### src/dka_pkg.sv
package dka_pkg;

    localparam int NUM_DIRS   = 4;
    localparam int DIR_W      = 2;
    localparam int NOW_W      = 32;
    localparam int CFG_W      = 16;
    localparam int CFG_IDX_W  = 8;
    localparam int IN_DATA_W  = 40;
    localparam int OUT_DATA_W = 8;

    localparam logic [CFG_IDX_W-1:0] REG_INITIAL_DELAY   = 8'd0;
    localparam logic [CFG_IDX_W-1:0] REG_REPEAT_INTERVAL = 8'd1;

    localparam logic [CFG_W-1:0] INITIAL_DELAY_RST   = 16'd300;
    localparam logic [CFG_W-1:0] REPEAT_INTERVAL_RST = 16'd100;

    localparam logic [DIR_W-1:0] DIR_UP    = 2'd0;
    localparam logic [DIR_W-1:0] DIR_DOWN  = 2'd1;
    localparam logic [DIR_W-1:0] DIR_LEFT  = 2'd2;
    localparam logic [DIR_W-1:0] DIR_RIGHT = 2'd3;

    typedef struct packed {
        logic [NOW_W-1:0]    now_ms;
        logic [NUM_DIRS-1:0] pressed;
    } sample_t;

    typedef struct packed {
        logic [CFG_W-1:0] initial_delay_ms;
        logic [CFG_W-1:0] repeat_interval_ms;
    } cfg_t;

endpackage

### src/direction_key_autorepeat_top.sv
// Direction key autorepeat.
// The slave stream takes one poll sample per item: four direction-held bits
// and a free-running millisecond timestamp. The master stream returns one
// item per sample with four pulse bits, one for each direction.
// A newly pressed direction pulses at once and becomes the active one; while
// it stays held it pulses again after initial_delay_ms and then every
// repeat_interval_ms, measured on the wrapping 32-bit timestamp.
// The configuration channel writes register 0 (initial delay) or register 1
// (repeat interval); other indexes are accepted and ignored. It is always
// ready, and is meant to be written while no samples are in flight.
// The result appears on the master side after its sample passes the input
// register and then the output register, which the decision logic feeds.
// Throughput is one item per cycle while the receiver does not stall; the key
// state is updated between samples on each advance.
// When the receiver stalls, the output register holds its item and the input
// register can still take one more sample, so s_axis_tready drops only when
// both are full. Reset clears all held flags, the timer and repeat mode, and
// loads the delays with 300 ms and 100 ms.
module direction_key_autorepeat_top
(
    input  logic                                clk,
    input  logic                                rst_n,
    input  logic                                s_axis_tvalid,
    output logic                                s_axis_tready,
    // Bits from 0: up_pressed, down_pressed, left_pressed, right_pressed,
    // now_ms[31:0], zero padding.
    input  logic [dka_pkg::IN_DATA_W-1:0]       s_axis_tdata,
    output logic                                m_axis_tvalid,
    input  logic                                m_axis_tready,
    // Bits from 0: up_pulse, down_pulse, left_pulse, right_pulse, zero padding.
    output logic [dka_pkg::OUT_DATA_W-1:0]      m_axis_tdata,
    input  logic                                cfg_valid,
    output logic                                cfg_ready,
    input  logic [dka_pkg::CFG_IDX_W-1:0]       cfg_index,
    input  logic [dka_pkg::CFG_W-1:0]           cfg_data
);

    dka_pkg::cfg_t                cfg;
    logic                         in_valid_reg;
    logic                         in_valid_next;
    dka_pkg::sample_t             in_sample_reg;
    logic                         out_valid_reg;
    logic                         out_valid_next;
    logic [dka_pkg::NUM_DIRS-1:0] out_pulse_reg;
    logic [dka_pkg::NUM_DIRS-1:0] pulse;
    logic                         advance;
    logic                         in_accept;

    assign cfg_ready     = 1'b1;
    assign advance       = in_valid_reg && (!out_valid_reg || m_axis_tready);
    assign s_axis_tready = !in_valid_reg || advance;
    assign in_accept     = s_axis_tvalid && s_axis_tready;

    dka_cfg_regs u_cfg
    (
        .clk      (clk),
        .rst_n    (rst_n),
        .wr_en    (cfg_valid && cfg_ready),
        .wr_index (cfg_index),
        .wr_data  (cfg_data),
        .cfg      (cfg)
    );

    dka_core u_core
    (
        .clk     (clk),
        .rst_n   (rst_n),
        .advance (advance),
        .sample  (in_sample_reg),
        .cfg     (cfg),
        .pulse   (pulse)
    );

    always_comb
    begin
        in_valid_next = in_valid_reg;
        if (in_accept)
            in_valid_next = 1'b1;
        else if (advance)
            in_valid_next = 1'b0;

        out_valid_next = out_valid_reg;
        if (advance)
            out_valid_next = 1'b1;
        else if (m_axis_tready)
            out_valid_next = 1'b0;
    end

    always_ff @(posedge clk or negedge rst_n)
    begin
        if (!rst_n)
        begin
            in_valid_reg  <= 1'b0;
            out_valid_reg <= 1'b0;
        end
        else
        begin
            in_valid_reg  <= in_valid_next;
            out_valid_reg <= out_valid_next;
        end
    end

    always_ff @(posedge clk)
    begin
        if (in_accept)
        begin
            in_sample_reg.pressed <= s_axis_tdata[dka_pkg::NUM_DIRS-1:0];
            in_sample_reg.now_ms  <= s_axis_tdata[dka_pkg::NUM_DIRS +: dka_pkg::NOW_W];
        end
        if (advance)
            out_pulse_reg <= pulse;
    end

    assign m_axis_tvalid = out_valid_reg;
    assign m_axis_tdata  = {{(dka_pkg::OUT_DATA_W - dka_pkg::NUM_DIRS){1'b0}}, out_pulse_reg};

`ifndef SYNTHESIS
    a_no_overwrite: assert property (@(posedge clk) disable iff (!rst_n)
        (out_valid_reg && !m_axis_tready) |-> !advance)
        else $error("output item overwritten while stalled");

    a_ready_when_room: assert property (@(posedge clk) disable iff (!rst_n)
        !in_valid_reg |-> s_axis_tready)
        else $error("input not ready with an empty input register");

    a_advance_fills_output: assert property (@(posedge clk) disable iff (!rst_n)
        advance |=> out_valid_reg)
        else $error("advanced item did not reach the output register");
`endif

endmodule

### src/dka_cfg_regs.sv
module dka_cfg_regs
(
    input  logic                           clk,
    input  logic                           rst_n,
    input  logic                           wr_en,
    input  logic [dka_pkg::CFG_IDX_W-1:0]  wr_index,
    input  logic [dka_pkg::CFG_W-1:0]      wr_data,
    output dka_pkg::cfg_t                  cfg
);

    dka_pkg::cfg_t cfg_reg;
    dka_pkg::cfg_t cfg_next;

    always_comb
    begin
        cfg_next = cfg_reg;
        if (wr_en)
        begin
            case (wr_index)
                dka_pkg::REG_INITIAL_DELAY:   cfg_next.initial_delay_ms   = wr_data;
                dka_pkg::REG_REPEAT_INTERVAL: cfg_next.repeat_interval_ms = wr_data;
                default:                      cfg_next = cfg_reg;
            endcase
        end
    end

    always_ff @(posedge clk or negedge rst_n)
    begin
        if (!rst_n)
        begin
            cfg_reg.initial_delay_ms   <= dka_pkg::INITIAL_DELAY_RST;
            cfg_reg.repeat_interval_ms <= dka_pkg::REPEAT_INTERVAL_RST;
        end
        else
        begin
            cfg_reg <= cfg_next;
        end
    end

    assign cfg = cfg_reg;

endmodule

### src/dka_core.sv
module dka_core
(
    input  logic                          clk,
    input  logic                          rst_n,
    input  logic                          advance,
    input  dka_pkg::sample_t              sample,
    input  dka_pkg::cfg_t                 cfg,
    output logic [dka_pkg::NUM_DIRS-1:0]  pulse
);

    logic [dka_pkg::NUM_DIRS-1:0] held_reg;
    logic [dka_pkg::NUM_DIRS-1:0] held_next;
    logic [dka_pkg::DIR_W-1:0]    active_reg;
    logic [dka_pkg::DIR_W-1:0]    active_next;
    logic                         repeating_reg;
    logic                         repeating_next;
    logic [dka_pkg::NOW_W-1:0]    mark_reg;
    logic [dka_pkg::NOW_W-1:0]    mark_next;

    logic [dka_pkg::NUM_DIRS-1:0] new_press;
    logic [dka_pkg::NUM_DIRS-1:0] lower_mask;
    logic [dka_pkg::NOW_W-1:0]    elapsed;
    logic [dka_pkg::NOW_W-1:0]    limit;
    logic                         fire;
    logic [dka_pkg::DIR_W-1:0]    last_new;

    // A held active direction repeats only if no direction with a lower index
    // than the active one is newly pressed in this sample.
    always_comb
    begin
        new_press  = sample.pressed & ~held_reg;
        lower_mask = (dka_pkg::NUM_DIRS)'((1 << active_reg) - 1);
        elapsed    = sample.now_ms - mark_reg;
        limit      = repeating_reg ? {16'd0, cfg.repeat_interval_ms}
                                   : {16'd0, cfg.initial_delay_ms};
        fire       = held_reg[active_reg] && sample.pressed[active_reg]
                     && ((new_press & lower_mask) == '0) && (elapsed > limit);

        if (new_press[dka_pkg::DIR_RIGHT])
            last_new = dka_pkg::DIR_RIGHT;
        else if (new_press[dka_pkg::DIR_LEFT])
            last_new = dka_pkg::DIR_LEFT;
        else if (new_press[dka_pkg::DIR_DOWN])
            last_new = dka_pkg::DIR_DOWN;
        else
            last_new = dka_pkg::DIR_UP;

        pulse = new_press;
        if (fire)
            pulse[active_reg] = 1'b1;

        held_next      = sample.pressed;
        active_next    = active_reg;
        repeating_next = repeating_reg;
        mark_next      = mark_reg;
        if (new_press != '0)
        begin
            active_next    = last_new;
            repeating_next = 1'b0;
            mark_next      = sample.now_ms;
        end
        else if (fire)
        begin
            repeating_next = 1'b1;
            mark_next      = sample.now_ms;
        end
    end

    always_ff @(posedge clk or negedge rst_n)
    begin
        if (!rst_n)
        begin
            held_reg      <= '0;
            active_reg    <= dka_pkg::DIR_UP;
            repeating_reg <= 1'b0;
            mark_reg      <= '0;
        end
        else if (advance)
        begin
            held_reg      <= held_next;
            active_reg    <= active_next;
            repeating_reg <= repeating_next;
            mark_reg      <= mark_next;
        end
    end

`ifndef SYNTHESIS
    a_pulse_needs_press: assert property (@(posedge clk) disable iff (!rst_n)
        advance |-> ((pulse & ~sample.pressed) == '0))
        else $error("pulse on a direction that is not held");

    a_one_repeat: assert property (@(posedge clk) disable iff (!rst_n)
        advance |-> $onehot0(pulse & ~new_press))
        else $error("more than one repeat pulse in one sample");

    a_new_press_clears_repeat: assert property (@(posedge clk) disable iff (!rst_n)
        (advance && (new_press != '0)) |=> (!repeating_reg && (active_reg == $past(last_new))))
        else $error("new press did not restart the active direction");

    a_held_tracks_input: assert property (@(posedge clk) disable iff (!rst_n)
        advance |=> (held_reg == $past(sample.pressed)))
        else $error("held flags do not follow the sample");
`endif

endmodule
### config.mk
export PLATFORM = sky130hd
export DESIGN_NAME = direction_key_autorepeat_top
export DESIGN_NICKNAME = d
export VERILOG_FILES = /design/src/dka_pkg.sv /design/src/direction_key_autorepeat_top.sv /design/src/dka_cfg_regs.sv /design/src/dka_core.sv
export SDC_FILE = /design/constraint.sdc
export NUM_CORES = 1
export LEC_CHECK = 0
export BUFFER_PORTS_ARGS = -buffer_cell sky130_fd_sc_hd__buf_2
export CORE_AREA = 2 2 143 145
export CTS_BUF_LIST = sky130_fd_sc_hd__clkbuf_2 sky130_fd_sc_hd__clkbuf_4 sky130_fd_sc_hd__clkbuf_8
export CTS_CLUSTER_SIZE = 30
export DETAILED_ROUTE_END_ITERATION = 16
export DIE_AREA = 0 0 145 147
export PLACE_DENSITY = 0.61
export SLEW_MARGIN = 20
export SYNTH_ARGS = -nofsm -noshare
export SYNTH_HDL_FRONTEND = slang
export SYNTH_SLANG_ARGS = --single-unit
### constraint.sdc
create_clock -name clk -period 11.9 [get_ports clk]
set_clock_uncertainty 0.15 [all_clocks]
set_input_delay 2.38 -clock clk [delete_from_list [all_inputs] [get_ports clk]]
set_output_delay 2.38 -clock clk [all_outputs]
set_load 0.005 [all_outputs]
Word level (Yosys, flattened, before mapping)
Cells that the tools add are included.
Operators by class
  add/subtract/negate cells: 2
  order comparisons: 3
  equality and inequality tests: 1
  shift-type cells: 1
  multiplexer cells: 19
  bitwise logic cells: 4
  reductions and logical operators: 20
Operators with widths (number)
  two-way mux 32 bit: 2
  greater-than comparator 32 bit: 1
  subtractor 32 bit: 1
  two-way mux 16 bit: 1
  two-way mux 1 bit: 10
  AND 4 bit: 2
  equality test 8 x 1 -> 1 bit (second input constant): 1
  zero test 8 bit: 1
  AND reduction 2 bit: 4
  logical AND 1 bit: 6
  nonzero test 2 bit: 3
  binary-select mux 1 bit (select 2 bit): 2
  zero test 4 bit: 1
  two-way mux 2 bit: 2
  two-way mux 4 bit: 1
  inverter 4 bit: 1
  OR 4 bit: 1
  nonzero test 4 bit: 1
  left shift 1 x 2 -> 4 bit (first input constant): 1
  subtractor 4 x 2 -> 4 bit (second input constant): 1
  < comparator 2 x 3 -> 1 bit (second input constant): 1
  demux 1 bit (select 2 bit): 1
  greater-or-equal comparator 2 x 1 -> 1 bit (second input constant): 1
  zero test 1 bit: 2
  logical OR 1 bit: 2
Storage, ports and cells
  register bits after elaboration: 113
  output and inout bits: 11
  logic and storage cells: 61

Logic depth before layout (Yosys ltp)
Gate-level depths: netlist (run 1).
  depth after elaboration: 8
  mapped depth: 21
  mapped depth without buffers: 20

By module
From an unflattened synthesis (run 1), not the netlist that was laid out.
Unflattened totals
  cell total of the unflattened synthesis: 774
  area total of the unflattened synthesis: 7621.1 sq um
By module, submodules not included
  dka_core: instances 1, cells an instance 647, area an instance 4983.5 sq um, seq. area each 975.9 sq um
  direction_key_autorepeat_top: instances 1, cells an instance 55, area an instance 1350.0 sq um, seq. area each 1251.2 sq um
  dka_cfg_regs: instances 1, cells an instance 72, area an instance 1287.5 sq um, seq. area each 809.5 sq um

Worst setup path after synthesis (run 1)
Ideal clock, no wire load.
  path type: in2out
  start point: input m_axis_tready
  end point: output s_axis_tready
  data arrival time: 2.554 ns
  setup slack: 6.816 ns
  stages on the path: 1
  buffers on the path: 0
  cell sequence: nand3b_1
Between the ends
  cells in the longest elaborated chain, start to end: 3
RTL lines
  from (decl): line direction_key_autorepeat_top.sv:29  | input logic m_axis_tready,
  logical OR 1 bit: line direction_key_autorepeat_top.sv:50  | assign advance = in_valid_reg && (!out_valid_reg || m_axis_tready);
  logical AND 1 bit: line direction_key_autorepeat_top.sv:50
  logical OR 1 bit: line direction_key_autorepeat_top.sv:51  | assign s_axis_tready = !in_valid_reg || advance;
  to (decl): line direction_key_autorepeat_top.sv:24  | output logic s_axis_tready,
No other way between the ends.

Worst setup path after layout (run 1)
  start point: register u_core.mark_reg[1] (netlist bit)
  end point: register u_core.mark_reg[5] (netlist bit)
Between the ends
  cells in the longest elaborated chain, start to end: 5
RTL lines
  from (decl): line dka_core.sv:17  | logic [dka_pkg::NOW_W-1:0] mark_reg;
  from (signal assigned): line dka_core.sv:83  | mark_reg <= mark_next;
  subtractor 32 bit: line dka_core.sv:33  | elapsed = sample.now_ms - mark_reg;
  greater-than comparator 32 bit: line dka_core.sv:37  | && ((new_press & lower_mask) == '0) && (elapsed > limit);
  logical AND 1 bit: line dka_core.sv:37
  nonzero test 2 bit (no source line)
  AND reduction 2 bit (no source line)
No other way between the ends.
A chain may end at the register's enable or synchronous reset.

==> results of run 1 <==
==> synthesized netlist by cell type (5+ instances only) <==
cell and n:
xor2_1 9, nand2b_1 14, ha_1 47, nand3_1 11
edfxtp_1 40, a31oi_1 5, nor3_1 9, o21a_1 5
o21ai_1 6, buf_4 6, nand2_1 58, dfrtp_1 66
a21oi_1 41, a21o_1 12, mux2i_1 18, inv_1 38
o21ai_0 25, mux2_4 29, nand4_1 10, mux2_2 36
xnor2_1 14, o211ai_1 5, dfstp_2 7, nor2_1 26
clkbuf_1 12
==> cells in the final DEF, fill, tap and decap left out, drive strengths merged, types with 7 or more instances in the layout <==
master	n
a21oi	43
edfxtp	40
o21ai	32
nand2	58
xor2	9
nand2b	14
nor2	26
ha	47
dfrtp	66
nand3	11
inv	43
nor3	9
nand4	10
clkbuf	20
mux2i	18
xnor2	14
a21o	12
mux2	65
buf	71
dfstp	7
==> layout make-up <==
cell class,instances,share of cell area (%)
sequential,113,39.1
inverter,39,1.88
clock inverter,12,1.66
tap,270,4.35
timing repair buffer,71,4.64
clock buffer,20,3.46
multi-input combinational,444,44.9
==> critical path, cell delays in order (launching register included) <==
cell	delay (ns)
dfrtp_1	0.37
inv_1	0.07
ha_1	0.27
nor2b_1	0.19
o2111ai_1	0.16
a211o_1	0.39
o21ai_1	0.40
xor2_1	0.26
ha_1	0.28
and3_1	0.20
a221o_1	0.35
a221oi_1	0.34
a31oi_1	0.18
nor4_1	0.30
o2111ai_1	0.21
a2111oi_2	0.24
nand3_1	0.20
a31o_4	0.47
mux2_4	0.38
==> metrics by stage <==
stage	instance area, um2	util, %	worst slack [ns]	instances	hold slack (ns)
floorplan	6850	-	6.82	623	0.287
global placement	7370	37.2	6.45	937	0.300
detailed placement	7370	37.2	6.34	937	0.312
CTS	7770	39.2	6.30	969	0.329
global route	7770	39.2	5.95	969	0.353
finish	7770	39.2	6.33	969	0.326
==> kinds of logic after synthesis <==
| logic type | Yosys count | synth area share, % |
|---|---|---|
| other | 2 | 0.110 |
| buffers and inverters | 66 | 4.74 |
| multiplexers | 83 | 14.9 |
| flip-flops | 113 | 44.4 |
| AO/OA/AOI/OAI | 137 | 13.7 |
| adder cells (fa/ha/maj) | 48 | 8.89 |
| AND/OR/NAND/NOR | 148 | 10.3 |
| XOR/XNOR | 23 | 2.95 |
==> power breakdown <==
group | internal [mW] | switching [mW] | leakage (nW)
sequential | 0.485 | 0.0587 | 1.28
clock | 0.200 | 0.166 | 0.208
combinational | 0.451 | 0.538 | 1.96
total | 1.14 | 0.762 | 3.45
==> worst max-delay path by stage <==
| stage | start | endpoint | slack [ns] |
|---|---|---|---|
| finish | u_core.mark_reg[1]$_DFFE_PN0P_ | u_core.mark_reg[5]$_DFFE_PN0P_ | 6.33 |
| floorplan | m_axis_tready | s_axis_tready | 6.82 |
| global placement | in_sample_reg[7]$_DFFE_PP_ | u_core.mark_reg[19]$_DFFE_PN0P_ | 6.45 |
| CTS | u_core.mark_reg[1]$_DFFE_PN0P_ | u_core.mark_reg[13]$_DFFE_PN0P_ | 6.30 |
| global route | u_core.mark_reg[1]$_DFFE_PN0P_ | u_core.mark_reg[12]$_DFFE_PN0P_ | 5.95 |
| detailed placement | u_core.mark_reg[1]$_DFFE_PN0P_ | u_core.mark_reg[8]$_DFFE_PN0P_ | 6.34 |
==> per-layer routing <==
layer  track usage [%]  vias up
li1                  -     2378
met1              18.9     2257
met2              22.2       83
met3              2.89       19
met4              5.15        0
met5                 0        -
==> results.py, run 1 <==
metrics = {
    "drt": {
        "vias": 4737,
        "detail-route-antenna-nets": 0,
        "wl_met3_um": 474,
        "avgRoutedWirePerCell_um": 14.6,
        "drcViolationCount": 0,
        "m1WireLength_um": 6910,
        "top_layer": "met4",
        "first_iter_violations": 230,
        "via_per_inst": 4.89,
        "routed_wl_um": 14100,
        "wl_met2_um": 6490,
        "dr.pass1.iters": 4,
    },
    "flow_run": {
        "max_cap_viol_count": 0,
    },
    "yosys": {
        "synthDistinctLibCells": 64,
        "synth.area.top_cells": "dfrtp_1 (24%), edfxtp_1 (18%), ha_1 (8.6%), mux2_4 (6.4%), mux2_2 (5.9%)",
        "synthFlopType": "dfrtp_1",
        "ys_seq_area_share_pct": 44.4,
        "avgSynthCellArea_um2": 11.0,
        "syn-cell-area_mm2": 0.00684,
        "yosysWarnings": 0,
        "synth_area_leader_cell": "dfrtp_1",
        "synthArstFlopShare_pct": 64.6,
        "yosysTopAreaCellShare_pct": 24.1,
        "synth_edf_count": 40,
        "ys_ff_latch": 113,
        "synthCells": 620,
    },
    "cts": {
        "tritoncts.num_buffers": 17,
        "cts.clk_slew.worst_paths_ns": 0.07,
        "cts_num_sinks": 113,
        "cts-root-buf": "clkbuf_8",
        "clk_path_buf_depth": 2,
        "htreeDepth": 4,
        "cts_tree": "built",
        "insertion_delay_ns": 0.45,
        "hold_buffers": 0,
        "post_cts_resized": 0,
        "postCtsSetupRepairBufs": 0,
    },
    "timing": {
        "fin_crit_sh_pct": 46.8,
        "worstMarginPinSlew_ns": 0.953,
        "rsz0062_at_grt": "no",
        "relSlewSlack_pct": 36.5,
        "setup_total_negative_slack_ns": 0,
        "setup_violations": 0,
        "min_period_ns": 5.57,
        "hold_viol": 0,
        "max_freq_mhz": 179,
        "slew_violations": 0,
    },
    "grt": {
        "grt_overflow": 0,
        "grt_pass1_vias": 4787,
        "antenna_found_initial": 0,
        "grt_pass1_wl_um": 23700,
        "grt_max_degree": 74,
        "grt_usage_pct": 14.0,
    },
    "final_layout": {
        "drive_gt1_share_pct": 26.8,
        "multi_input_area_mm2": 0.00349,
        "nFillCells": 1990,
        "area_growth_pct": 13.6,
        "layout.nets": 803,
        "diodes": 0,
        "largest_reg_flops": 36,
        "regArea_mm2": 0.00304,
    },
    "worst_setup_path": {
        "crit_type": "register to register",
        "crit_path_end_kind": "register",
        "r2r-start": "u_core.mark_reg[1]$_DFFE_PN0P_",
        "cp_max_fo": 32,
        "start_kind": "register",
        "worstPathArrival_ns": 5.75,
        "r2r_cells": 18,
        "r2r-end": "u_core.mark_reg[5]$_DFFE_PN0P_",
        "crit_required_ns": 12.07,
        "r2r_slack_ns": 6.33,
    },
    "power_and_ir_drop": {
        "vdd_ir_drop_max_uv": 86.0,
        "cellPowerDensity_mw_per_mm2": 244,
        "p_total_mw": 1.90,
        "power_leakage_nw": 3.45,
    },
    "place": {
        "hpwlAfterDp_um": 10300,
        "port_buffers": 70,
        "gp_congestion": 0.892,
    },
    "floorplan": {
        "die_h_um": 147,
        "pin_count": 80,
        "dieArea_mm2": 0.0213,
        "fp-row-count": 52,
        "core_area_mm2": 0.0198,
        "initial_core_util_pct": 34.5,
        "die_w_um": 145,
    },
    "min_path": {
        "hold_start": "u_core.held_reg[1]$_DFFE_PN0P_",
        "hp-class": "register to register",
        "min_path_cells": 2,
        "whs_endpoint": "u_core.held_reg[1]$_DFFE_PN0P_",
    },
    "outcome": {
        "outcome": "finished, final reports clean",
    },
}
No activity file was read; power rests on OpenSTA's default activity.
==> run 2, diff against run 1 <==
ABC_AREA = 1   (was unset)
CORE_AREA = 2 2 149 151   (was 2 2 143 145)
DIE_AREA = 0 0 151 153   (was 0 0 145 147)
PLACE_DENSITY = 0.63   (was 0.61)
clock period = 4.6 ns   (was 11.9 ns; I/O delays follow)
==> results.py, run 2 <==
metrics = {
    "outcome": {
        "outcome": "finished, final reports clean",
    },
    "place": {
        "dpl_cell_area_mm2": 0.00810,
        "hpwlAfterDp_um": 13200,
        "placed_cells": 1365,
        "port_buffers": 70,
        "gp_congestion": 0.898,
    },
    "worst_setup_path": {
        "cp_max_fo": 32,
        "r2r-start": "in_sample_reg[4]$_DFFE_PP_",
        "r2r_cells": 25,
        "start_kind": "register",
        "crit_type": "register to register",
        "crit_path_end_kind": "register",
        "worstPathArrival_ns": 4.18,
        "r2r_slack_ns": 0.59,
        "crit_required_ns": 4.77,
        "r2r-end": "u_core.mark_reg[0]$_DFFE_PN0P_",
    },
    "timing": {
        "slew_violations": 0,
        "worstMarginPinSlew_ns": 0.969,
        "rsz0062_at_grt": "no",
        "max_freq_mhz": 249,
        "setup_violations": 0,
        "hold_viol": 0,
        "min_period_ns": 4.01,
        "relSlewSlack_pct": 35.4,
        "fin_crit_sh_pct": 87.2,
        "worst_hold_slack_ns": 0.335,
        "setup_total_negative_slack_ns": 0,
    },
    "final_layout": {
        "regArea_mm2": 0.00304,
        "multi_input_area_mm2": 0.00356,
        "layout.nets": 1221,
        "nFillCells": 2255,
        "area_growth_pct": 13.7,
        "largest_reg_flops": 36,
        "finalNonFillerCells": 1396,
        "final_cell_mix": "nand2_1 (374), inv_1 (194), nand3_1 (73)",
        "diodes": 0,
        "drive_gt1_share_pct": 12.7,
        "mostFrequentLayoutCell": "nand2_1",
        "final_area_mm2": 0.00848,
    },
    "drt": {
        "vias": 6291,
        "detail-route-antenna-nets": 0,
        "dr.pass1.iters": 5,
        "routed_wl_um": 17100,
        "drcViolationCount": 0,
        "first_iter_violations": 357,
        "via_per_inst": 4.51,
        "avgRoutedWirePerCell_um": 12.3,
    },
    "yosys": {
        "synth.area.top_cells": "dfrtp_1 (22%), nand2_1 (19%), edfxtp_1 (16%), inv_1 (9.8%), ha_1 (7.9%)",
        "syn-cell-area_mm2": 0.00746,
        "yosys-top-cells-count": "nand2_1 (374), inv_1 (194), nand3_1 (73)",
        "synthArstFlopShare_pct": 64.6,
        "synth_top_family_by_area": "simple AND/OR/NAND/NOR gates",
        "synthFlopType": "dfrtp_1",
        "avgSynthCellArea_um2": 7.27,
        "synthDistinctLibCells": 38,
        "synthCells": 1026,
        "yosysWarnings": 0,
        "post-synth-top-count-cell": "nand2_1",
        "yosysTopAreaCellShare_pct": 22.1,
        "yosys.area_share.xor_xnor_pct": 1.76,
        "synthAdderAreaFrac_pct": 8.15,
        "yosys.area_share.simple_pct": 30.3,
        "ys_seq_area_share_pct": 40.7,
        "synth_compound_area_share_pct": 5.27,
        "yosys-mux-area-fraction_pct": 2.01,
        "synth_area_leader_cell": "dfrtp_1",
        "synth_edf_count": 40,
        "ys_ff_latch": 113,
    },
    "cts": {
        "cts_num_sinks": 113,
        "cts.clk_slew.worst_paths_ns": 0.07,
        "cts_tree": "built",
        "hold_buffers": 0,
        "postCtsSetupRepairBufs": 0,
        "clk_path_buf_depth": 2,
        "tritoncts.num_buffers": 17,
        "insertion_delay_ns": 0.45,
        "htreeDepth": 4,
        "cts-root-buf": "clkbuf_8",
        "post_cts_resized": 0,
    },
    "min_path": {
        "hold_start": "u_cfg.cfg[28]$_DFFE_PN0P_",
        "hp-class": "register to register",
        "whs_endpoint": "u_cfg.cfg[28]$_DFFE_PN0P_",
        "min_path_cells": 2,
    },
    "power_and_ir_drop": {
        "cellPowerDensity_mw_per_mm2": 593,
        "p_total_mw": 5.03,
        "vdd_ir_drop_max_uv": 235,
        "power_leakage_nw": 4.65,
    },
    "floorplan": {
        "die_w_um": 151,
        "pin_count": 80,
        "die_h_um": 153,
        "fp-row-count": 54,
        "core_area_mm2": 0.0215,
        "initial_core_util_pct": 34.7,
        "dieArea_mm2": 0.0231,
    },
    "grt": {
        "grt_usage_pct": 15.7,
        "grt_pass1_wl_um": 28700,
        "grt_max_degree": 74,
        "antenna_found_initial": 0,
        "grt_pass1_vias": 5978,
        "grt_overflow": 0,
    },
    "flow_run": {
        "max_cap_viol_count": 0,
    },
}
==> run 2: cell count changes in the layout (fill, tap and decap cells not counted), sizes merged, moves of 6 or more <==
cell	change
nand2	+325
inv	+154
nand3	+66
mux2	-65
nor2	+31
a21oi	-19
nand2b	-14
xnor2	-13
a21o	-10
o21ai	+10
buf	+7
nor3	-6
==> run 2: layout make-up <==
cell class / instances / area share (%)
clock buffers: 21 / 3.19
clock inverters: 10 / 1.33
inverters: 197 / 8.72
multi-input cells: 697 / 42.0
flip-flops and latches: 113 / 35.8
well taps: 280 / 4.13
repair buffers: 78 / 4.87
==> run 2: worst max-delay path by stage <==
stage                                      end  cells after the start  slack [ns]                        from
4_1_cts         u_core.mark_reg[0]$_DFFE_PN0P_                     25        0.55  in_sample_reg[4]$_DFFE_PP_
6_report        u_core.mark_reg[0]$_DFFE_PN0P_                     25        0.59  in_sample_reg[4]$_DFFE_PP_
2_1_floorplan   u_core.mark_reg[2]$_DFFE_PN0P_                     26        1.32  in_sample_reg[4]$_DFFE_PP_
3_3_place_gp    u_core.mark_reg[0]$_DFFE_PN0P_                     25        0.64  in_sample_reg[4]$_DFFE_PP_
5_1_grt        u_core.mark_reg[21]$_DFFE_PN0P_                     25        0.23  in_sample_reg[4]$_DFFE_PP_
3_5_place_dp   u_core.mark_reg[22]$_DFFE_PN0P_                     25        0.60  in_sample_reg[4]$_DFFE_PP_
==> run 2: routing by layer <==
layer / wire, um / GRT usage, % / share of wire [%] / up-vias
li1: - / - / - / 3321
met1: 8220 / 20.9 / 48 / 2855
met2: 8140 / 25.8 / 47 / 103
met3: 598 / 2.69 / 3.5 / 12
met4: 190 / 5.07 / 1.1 / 0
met5: 0 / 0 / 0 / -
==> run 2: critical path, stage by stage (launching register included) <==
cell	delay (ns)
edfxtp_1	0.36
inv_1	0.05
ha_1	0.22
fa_1	0.40
inv_1	0.11
nand2_1	0.06
nand3_1	0.15
nand2_1	0.07
nand2_1	0.11
xor2_1	0.31
ha_1	0.19
nand2_1	0.05
nor2_1	0.17
nand2_1	0.07
nor2_1	0.15
nand4_1	0.10
nand2_1	0.12
nand3_1	0.09
nor2_1	0.09
nand2_1	0.06
nor2_1	0.11
nand2_2	0.13
nand3_4	0.11
nand2_4	0.22
nand2_1	0.16
nand2_1	0.05
==> run 2: power breakdown <==
group	total [mW]	switching, mW	internal [mW]
Combinational	2.70	1.71	0.986
Clock	0.924	0.417	0.507
Sequential	1.41	0.146	1.26
Total	5.03	2.28	2.75
==> run 2: logic make-up (layout without fill, tap and decap cells) <==
group                      count (synthesis)  in the layout
AOI/OAI and AO/OA                         74             74
muxes                                     15             15
xor gates and xnor gates                  15             15
buffers and inverters                    219            306
and+or+nand+nor                          540            540
DFF                                      113            113
other                                      2              5
adders and majority gates                 48             48
==> run 2: per-stage QoR <==
| step | setup WS, ns | utilization (%) |
|---|---|---|
| global placement | 0.639 | 37.7 |
| global route | 0.231 | 39.5 |
| finish | 0.590 | 39.5 |
| CTS | 0.553 | 39.5 |
| floorplan | 1.32 | - |
| detailed placement | 0.595 | 37.7 |
==> run 3, diff against run 2 <==
ABC_AREA = 0   (was 1)
CORE_AREA = 2 2 143 145   (was 2 2 149 151)
DIE_AREA = 0 0 145 147   (was 0 0 151 153)
==> results.py, run 3 (synthesized netlist as in run 1, its figures left out) <==
metrics = {
    "outcome": {
        "outcome": "complete, but fails checks",
        "violations": "setup timing",
    },
    "final_layout": {
        "area_growth_pct": 22.2,
        "finalNonFillerCells": 1026,
        "regArea_mm2": 0.00304,
        "mostFrequentLayoutCell": "buf_2",
        "multi_input_area_mm2": 0.00358,
        "diodes": 0,
        "nFillCells": 1885,
        "drive_gt1_share_pct": 34.3,
        "final_cell_mix": "buf_2 (69), dfrtp_1 (66), nand2_1 (58)",
        "layout.nets": 860,
        "largest_reg_flops": 36,
    },
    "min_path": {
        "hp-class": "input pin to async pin",
    },
    "cts": {
        "htreeDepth": 4,
        "insertion_delay_ns": 0.45,
        "tritoncts.num_buffers": 17,
        "hold_buffers": 0,
        "clk_path_buf_depth": 2,
        "cts-root-buf": "clkbuf_8",
        "cts.clk_slew.worst_paths_ns": 0.07,
        "cts_num_sinks": 113,
        "cts_tree": "built",
    },
    "timing": {
        "min_period_ns": 4.96,
        "worstMarginPinSlew_ns": 0.927,
        "relSlewSlack_pct": 38.2,
        "setup_violations": 37,
        "rsz0062_at_grt": "yes",
        "max_freq_mhz": 201,
        "fin_crit_sh_pct": 108,
        "finalWorstSetupSlack_ns": -0.363,
        "worst_hold_slack_ns": 0.204,
        "hold_viol": 0,
        "slew_violations": 0,
    },
    "grt": {
        "grt_pass1_wl_um": 25300,
        "grt_pass1_vias": 5130,
        "grt_usage_pct": 14.9,
        "grt_max_degree": 74,
        "antenna_found_initial": 0,
        "grt_overflow": 0,
    },
    "drt": {
        "vias": 4936,
        "first_iter_violations": 227,
        "drcViolationCount": 0,
        "dr.pass1.iters": 4,
        "avgRoutedWirePerCell_um": 14.6,
        "detail-route-antenna-nets": 0,
        "routed_wl_um": 15000,
        "via_per_inst": 4.81,
    },
    "worst_setup_path": {
        "crit_type": "register to register",
        "crit_path_end_kind": "register",
        "cpPeakStageDelay_ns": 0.42,
        "crit_chain": "ha_1 > nor2b_4 > o2111ai_2 > a211o_1 > o21ai_2 > xor2_1 > ha_1 > and3_4 > a221o_1 > a221oi_2 > a31oi_1 > nor4_1 > o2111ai_1 > a2111oi_2 > nand3_1 > a31o_4 > clkbuf_16 > mux2_4",
        "crit_required_ns": 4.78,
        "critPathSlowestCell": "edfxtp_1",
        "r2r-end": "u_core.mark_reg[9]$_DFFE_PN0P_",
        "r2r_slack_ns": -0.36,
        "r2r_cells": 18,
        "crit_buf_inv": 1,
        "cp_top_family": "compound AO/OA/AOI/OAI gates",
        "worstPathArrival_ns": 5.14,
        "cp_max_fo": 8,
        "start_kind": "register",
        "r2r-start": "in_sample_reg[5]$_DFFE_PP_",
        "cp_common_cell": "ha_1",
    },
    "place": {
        "hpwlAfterDp_um": 10800,
        "dpl_worst_slack_ns": -0.509,
        "gp_congestion": 0.863,
        "placed_cells": 988,
        "port_buffers": 70,
    },
    "power_and_ir_drop": {
        "power_leakage_nw": 3.75,
        "cellPowerDensity_mw_per_mm2": 646,
        "p_total_mw": 5.40,
        "vdd_ir_drop_max_uv": 231,
    },
    "floorplan": {
        "dieArea_mm2": 0.0213,
        "die_h_um": 147,
        "die_w_um": 145,
        "pin_count": 80,
        "core_area_mm2": 0.0198,
        "initial_core_util_pct": 34.5,
        "fp-row-count": 52,
    },
    "flow_run": {
        "max_cap_viol_count": 0,
    },
}
## run 3: changes by cell type in the layout (fill, tap and decap cells not counted), moves of 8 or more
cell and change:
nand3_1 -63, nor2_1 -24, inv_1 -156, mux2_2 +36, o21ai_0 -23, a21o_1 +10, nand2_1 -316, a21oi_1 +15
nand2b_1 +13, o21ai_1 +8, nand2_2 -8, buf_4 +46, xnor2_1 +13, mux2_4 +29
## run 3: worst register-to-register path, delay by kind of cell (launching register included)
kind | cells | cell delay [ns]
AO/OA/AOI/OAI | 9 | 2.22
XOR/XNOR | 1 | 0.22
flip-flops | 1 | 0.42
adder cells (fa/ha/maj) | 2 | 0.58
multiplexers | 1 | 0.30
buffers and inverters | 1 | 0.18
AND/OR/NAND/NOR | 4 | 0.79
## run 3: power breakdown
part | total, mW | switching, mW | leakage (nW) | internal (mW)
Combinational | 3.05 | 1.55 | 2.27 | 1.50
Clock | 0.963 | 0.434 | 0.195 | 0.529
Sequential | 1.39 | 0.132 | 1.28 | 1.25
Total | 5.40 | 2.11 | 3.75 | 3.28
## run 3: per-stage QoR
stage	setup TNS, ns	cell area (um2)	utilization (%)
after floorplan	0	6860	-
after global placement	-13.96	7790	39.2
after detailed placement	-17.56	7790	39.2
after CTS	-10.00	8270	41.7
after global routing	-20.47	8360	42.1
final	-11.60	8360	42.1
## run 3: cell type report
type / count / share of cell area [%]
flip-flops and latches: 113 / 36.3
well taps: 270 / 4.04
clock buffers: 17 / 2.80
repair buffers: 128 / 10.2
multi-input cells: 444 / 42.9
clock inverters: 15 / 2.01
inverters: 39 / 1.75
## run 3: how the worst max path moves through the flow
| stage | start | to | slack [ns] | depth (start not counted) |
|---|---|---|---|---|
| after floorplan | u_core.mark_reg[1]$_DFFE_PN0P_ | u_core.mark_reg[10]$_DFFE_PN0P_ | 0.002 | 19 |
| after global placement | in_sample_reg[5]$_DFFE_PP_ | u_core.mark_reg[10]$_DFFE_PN0P_ | -0.41 | 18 |
| after detailed placement | in_sample_reg[5]$_DFFE_PP_ | u_core.mark_reg[11]$_DFFE_PN0P_ | -0.51 | 19 |
| after CTS | in_sample_reg[5]$_DFFE_PP_ | u_core.mark_reg[8]$_DFFE_PN0P_ | -0.31 | 18 |
| after global routing | in_sample_reg[5]$_DFFE_PP_ | u_core.mark_reg[31]$_DFFE_PN0P_ | -0.60 | 18 |
| final | in_sample_reg[5]$_DFFE_PP_ | u_core.mark_reg[9]$_DFFE_PN0P_ | -0.36 | 18 |
## run 3: per-layer routing
| metal | routed length (um) | share of wire [%] | GRT usage [%] | vias up |
|---|---|---|---|---|
| met5 | 0 | 0 | 0 | - |
| met4 | 136 | 0.91 | 4.41 | 0 |
| met3 | 517 | 3.4 | 3.73 | 11 |
| met2 | 6980 | 46 | 24.2 | 91 |
| met1 | 7380 | 49 | 19.7 | 2341 |
| li1 | - | - | - | 2493 |
## run 3: timing repair
action                     4_1_cts  5_1_grt
cloned                           0        1
setup buffers                    3        5
setup endpoints to repair       37       37
resized for setup               20        4
pin swaps                       14        9
